<file path="config.mk">
export PLATFORM = sky130hd
export DESIGN_NAME = bb3_mean
export DESIGN_NICKNAME = d
export VERILOG_FILES = /design/src/sv/bb3_pkg.sv /design/src/sv/bb3_mean.sv
export SDC_FILE = /design/constraint.sdc
export NUM_CORES = 2
export LEC_CHECK = 0
export BUFFER_PORTS_ARGS = -buffer_cell sky130_fd_sc_hd__buf_2
export CAP_MARGIN = 15
export CELL_PAD_IN_SITES_DETAIL_PLACEMENT = 0
export CELL_PAD_IN_SITES_GLOBAL_PLACEMENT = 1
export CORE_MARGIN = 4
export CORE_UTILIZATION = 49
export CTS_CLUSTER_SIZE = 24
export DETAILED_ROUTE_END_ITERATION = 16
export HOLD_SLACK_MARGIN = 0.1
export PLACE_DENSITY_LB_ADDON = 0.1
export SLEW_MARGIN = 15
export SYNTH_ARGS = -nofsm -noshare
export SYNTH_HDL_FRONTEND = slang
export SYNTH_SLANG_ARGS = --single-unit
</file>
<file path="constraint.sdc">
create_clock -name clock -period 10.5 [get_ports clock]
set_clock_uncertainty 0.05 [all_clocks]
set_input_delay 0 -clock clock [delete_from_list [all_inputs] [get_ports clock]]
set_output_delay 0 -clock clock [all_outputs]
set_load 0.01 [all_outputs]
</file>
<file path="src/sv/bb3_pkg.sv">
package bb3_pkg;

   localparam int MAX_WIDTH   = 2048;
   localparam int COL_W       = $clog2(MAX_WIDTH);
   localparam int WCFG_W      = 12;
   localparam int HCFG_W      = 16;
   localparam int ROW_W       = HCFG_W + 1;
   localparam int CMP_W       = (COL_W + 1 > WCFG_W) ? COL_W + 1 : WCFG_W;

   localparam int CSR_INDEX_W = 2;
   localparam int CSR_DATA_W  = 16;

   localparam logic [CSR_INDEX_W-1:0] REG_FRAME_WIDTH  = CSR_INDEX_W'(0);
   localparam logic [CSR_INDEX_W-1:0] REG_FRAME_HEIGHT = CSR_INDEX_W'(1);

   localparam logic [WCFG_W-1:0] RESET_WIDTH  = WCFG_W'(640);
   localparam logic [HCFG_W-1:0] RESET_HEIGHT = HCFG_W'(480);

   localparam int WIN_SIZE    = 9;
   localparam int SUM_W       = 12;
   localparam int CNT_W       = 4;
   localparam int MEAN_X_W    = SUM_W + 1;
   localparam int RECIP_W     = 18;
   localparam int RECIP_SHIFT = 18;
   localparam int PROD_W      = MEAN_X_W + RECIP_W;

   typedef struct packed {
      logic [7:0] red;
      logic [7:0] green;
      logic [7:0] blue;
   } pixel_type;

   // index col*3 + row, col 0 oldest, row 0 top
   typedef pixel_type [WIN_SIZE-1:0] window_type;

   typedef struct packed {
      logic left;
      logic right;
      logic top;
      logic bottom;
   } edge_type;

   typedef struct packed {
      logic sum_en;
      logic mul_en;
   } mean_ctrl_type;

   // ceil(2^RECIP_SHIFT / (2n)); exact for every 2*sum + n below 2^13
   function automatic logic [RECIP_W-1:0] recip_of(input logic [CNT_W-1:0] n);
      logic [RECIP_W-1:0] m;
      case (n)
         CNT_W'(1): m = RECIP_W'(131072);
         CNT_W'(2): m = RECIP_W'(65536);
         CNT_W'(3): m = RECIP_W'(43691);
         CNT_W'(4): m = RECIP_W'(32768);
         CNT_W'(6): m = RECIP_W'(21846);
         CNT_W'(9): m = RECIP_W'(14564);
         default:   m = '0;
      endcase
      return m;
   endfunction

endpackage

</file>
<file path="src/sv/bb3_mean.sv">
module bb3_mean (
   input  logic                  clock,
   input  bb3_pkg::mean_ctrl_type ctrl,
   input  bb3_pkg::window_type   win,
   input  bb3_pkg::edge_type     edges,
   output bb3_pkg::pixel_type    mean
);
   import bb3_pkg::*;

   logic [2:0]          col_ok;
   logic [2:0]          row_ok;
   logic [SUM_W-1:0]    sum_r, sum_g, sum_b;
   logic [CNT_W-1:0]    cnt;

   logic [SUM_W-1:0]    sum_r_ff, sum_g_ff, sum_b_ff;
   logic [RECIP_W-1:0]  recip_ff;
   logic [CNT_W-1:0]    n_ff;

   logic [MEAN_X_W-1:0] x_r, x_g, x_b;
   logic [PROD_W-1:0]   prod_r_ff, prod_g_ff, prod_b_ff;

   // masked neighborhood sums and count of neighbors inside the frame
   always_comb begin
      col_ok = {edges.right, 1'b1, edges.left};
      row_ok = {edges.bottom, 1'b1, edges.top};
      sum_r  = '0;
      sum_g  = '0;
      sum_b  = '0;
      cnt    = '0;
      for (int j = 0; j < 3; j++) begin
         for (int i = 0; i < 3; i++) begin
            if (col_ok[j] && row_ok[i]) begin
               sum_r = sum_r + SUM_W'(win[j*3+i].red);
               sum_g = sum_g + SUM_W'(win[j*3+i].green);
               sum_b = sum_b + SUM_W'(win[j*3+i].blue);
               cnt   = cnt + CNT_W'(1);
            end
         end
      end
   end

   always_ff @(posedge clock) begin
      if (ctrl.sum_en) begin
         sum_r_ff <= sum_r;
         sum_g_ff <= sum_g;
         sum_b_ff <= sum_b;
         n_ff     <= cnt;
         recip_ff <= recip_of(cnt);
      end
   end

   // (2*sum + n) / (2n) as multiply by reciprocal
   assign x_r = MEAN_X_W'({sum_r_ff, 1'b0}) + MEAN_X_W'(n_ff);
   assign x_g = MEAN_X_W'({sum_g_ff, 1'b0}) + MEAN_X_W'(n_ff);
   assign x_b = MEAN_X_W'({sum_b_ff, 1'b0}) + MEAN_X_W'(n_ff);

   always_ff @(posedge clock) begin
      if (ctrl.mul_en) begin
         prod_r_ff <= PROD_W'(x_r) * PROD_W'(recip_ff);
         prod_g_ff <= PROD_W'(x_g) * PROD_W'(recip_ff);
         prod_b_ff <= PROD_W'(x_b) * PROD_W'(recip_ff);
      end
   end

   assign mean.red   = prod_r_ff[RECIP_SHIFT +: 8];
   assign mean.green = prod_g_ff[RECIP_SHIFT +: 8];
   assign mean.blue  = prod_b_ff[RECIP_SHIFT +: 8];

endmodule

</file>
==> impl_metrics.tcl <==
set metrics [dict create \
    status "completed" \
    synth_area_sq_mm 0.0302 \
    tns_ps 0 \
    clk_pin_slew_ps 60 \
    post-route-worst-setup-slack_ps 1170 \
    synth.net_count 4522 \
    holdPathStages 4 \
    drc_errors 0 \
    grt_use_met3_pct 3.58 \
    io_buffers 246 \
    clock-sinks 72 \
    reg2regPathDepth 24 \
    fmaxAchievable_mhz 107 \
    cts_tree "built" \
    regArea_sq_mm 0.00216 \
    ys.flop_type "edfxtp_1" \
    multi_input_area_sq_mm 0.0253 \
    wl_per_cell_microns 18.0 \
    io_pins 247 \
    hold_viol_final 0 \
    criticalPathCategory "primary input to flop" \
    slew_viol_final 0 \
    met1_usage_pct 32.4 \
    holdPathEnd "sum_g_ff[1]" \
    slowest_stage "o311ai_0" \
    critical-path-max-stage-delay_ps 750 \
    r2r_slack_ps 2290 \
    cts_root_buffer "clkbuf_16" \
    ys_ff_latch 72 \
    syn_to_final_growth_pct 8.17 \
    cp_data_arrival_time_ps 9390 \
    required_ps 10550 \
    clock_latency_ps 360 \
    crit_path_start_kind "primary input" \
    fin_util_pct 53.8 \
    postSynthAreaPerCell_sq_um 8.72 \
    cts.htree.levels 3 \
    dp_hpwl_microns 71000 \
    wirelength_microns 80500 \
    holdCritStartpoint "win[201]" \
    drv_cap 0 \
    globalRouteTotalUtil_pct 24.7 \
    gp_congestion 0.919 \
    chipWidth_microns 256 \
    gr-usage-met2_pct 42.8 \
    nets 4730 \
    r2r-end "prod_b_ff[25]" \
    synth_edf_count 72 \
    die_h_microns 256 \
    cts_hold_buf 3 \
    overflow 0 \
    busiest_layer "met2" \
    final_common_cell "inv_1" \
    grt_pass1_wl_microns 131000 \
    synth_cell_types 85 \
    cts_resized 0 \
    ant_nets 0 \
    ys_warn_count 0 \
    min_path_type "primary input to flop" \
    row_count 90 \
    drive_gt1_share_pct 9.39 \
    endpoint_kind "flop" \
    numCtsBuffers 9 \
    dieArea_sq_mm 0.0656 \
    crit_top_cell "ha_1" \
    vias 24041 \
    fin_crit_sh_pct 88.9 \
    cp_max_fo 15 \
    rsz0062_at_grt "false" \
    grt_max_degree 49 \
    dr.pass1.iters 5 \
    initial_core_util_pct 49.7 \
    coreArea_sq_mm 0.0607 \
    place_ws_ps 888 \
    relSlewSlack_pct 29.2 \
    clockBufferDepth 2 \
    nFillCells 5701 \
    routed_via_density 5.38 \
    postCtsSetupBuffers 0 \
    setup_viol_count_final 0 \
    synth_cells 3461 \
    first_iter_violations 1124 \
    grt_pass1_vias 24913 \
    post-route-min-period_ps 9330 \
    tightest_slew_ps 1050 \
    async_flop_share_pct 0 \
    r2r-start "n_ff[2]" \
    ys_seq_area_share_pct 7.17 \
    final_cell_mix "637 x inv_1, 475 x fa_1, 363 x ha_1" \
    antenna_found_initial 26 \
]
## worst max-delay path: cells and delay by family
family,cells,cell delay (ps)
AO/OA/AOI/OAI,21,3560
XOR/XNOR,4,730
adder cells (fa/ha/maj),9,2910
buffers and inverters,3,250
multiplexers,1,280
AND/OR/NAND/NOR,11,1630
## area by class of cell
class	count	area share (%)
multi-input cells	2676	77.6
well taps	782	3.00
clock buffers	9	0.690
diodes	13	0.0997
flip-flops and latches	72	6.63
repair buffers	272	4.39
clock inverters	7	0.265
inverters	638	7.34
## how the worst max path moves through the flow
stage / start / depth (start not counted) / slack [ps] / end
CTS: edges[1] / 49 / 1240 / sum_r_ff[11]
global placement: edges[1] / 47 / 1220 / sum_g_ff[11]
floorplan: edges[1] / 47 / 1710 / sum_g_ff[11]
global route: edges[1] / 47 / 400 / sum_b_ff[11]
detailed placement: edges[1] / 49 / 890 / sum_r_ff[11]
finish: edges[1] / 49 / 1170 / sum_r_ff[11]
## stage by stage
stage               hold WS, ps  instances  area [sq um]
finish                      125       4469         32600
detailed placement          362       4437         32300
global placement            363       4437         32300
global route                197       4462         32600
CTS                         117       4456         32600
floorplan                  62.5       3461         30200
## cells by family after synthesis
| group | synth area share, % |
|---|---|
| fa+ha+maj | 46.6 |
| buf+inv | 8.93 |
| xor+xnor | 6.72 |
| simple gates | 15.3 |
| mux | 1.71 |
| compound gates | 13.6 |
| flops | 7.17 |
## Yosys cell counts, types with 63 or more instances
| cell type | n | area share, % |
|---|---|---|
| nor2b_1 | 125 | 2.6 |
| edfxtp_1 | 72 | 7.2 |
| xnor2_1 | 159 | 4.6 |
| xor2_1 | 63 | 1.8 |
| ha_1 | 363 | 15 |
| o21ai_0 | 141 | 2.3 |
| clkbuf_1 | 63 | 0.78 |
| and2_1 | 122 | 2.5 |
| a21o_1 | 66 | 1.6 |
| inv_1 | 637 | 7.9 |
| nor2_1 | 228 | 2.8 |
| fa_1 | 475 | 32 |
| a21oi_1 | 179 | 3.0 |
| nand2_1 | 232 | 2.9 |
## sequential cells by signal (all words and copies together), names as in the netlist
signal / count
sum_g_ff: 12
prod_b_ff: 8
recip_ff: 8
prod_r_ff: 8
prod_g_ff: 8
sum_r_ff: 12
sum_b_ff: 12
n_ff: 4
## metal layers
| metal | wire length [microns] | vias up |
|---|---|---|
| met5 | 161 | - |
| met4 | 1620 | 26 |
| met3 | 3780 | 106 |
| met2 | 39800 | 510 |
| met1 | 35200 | 11633 |
| li1 | - | 11766 |
Power is left out: the tool's default activity adds up to more than one toggle a clock period on the data nets, which glitch-free logic cannot reach.
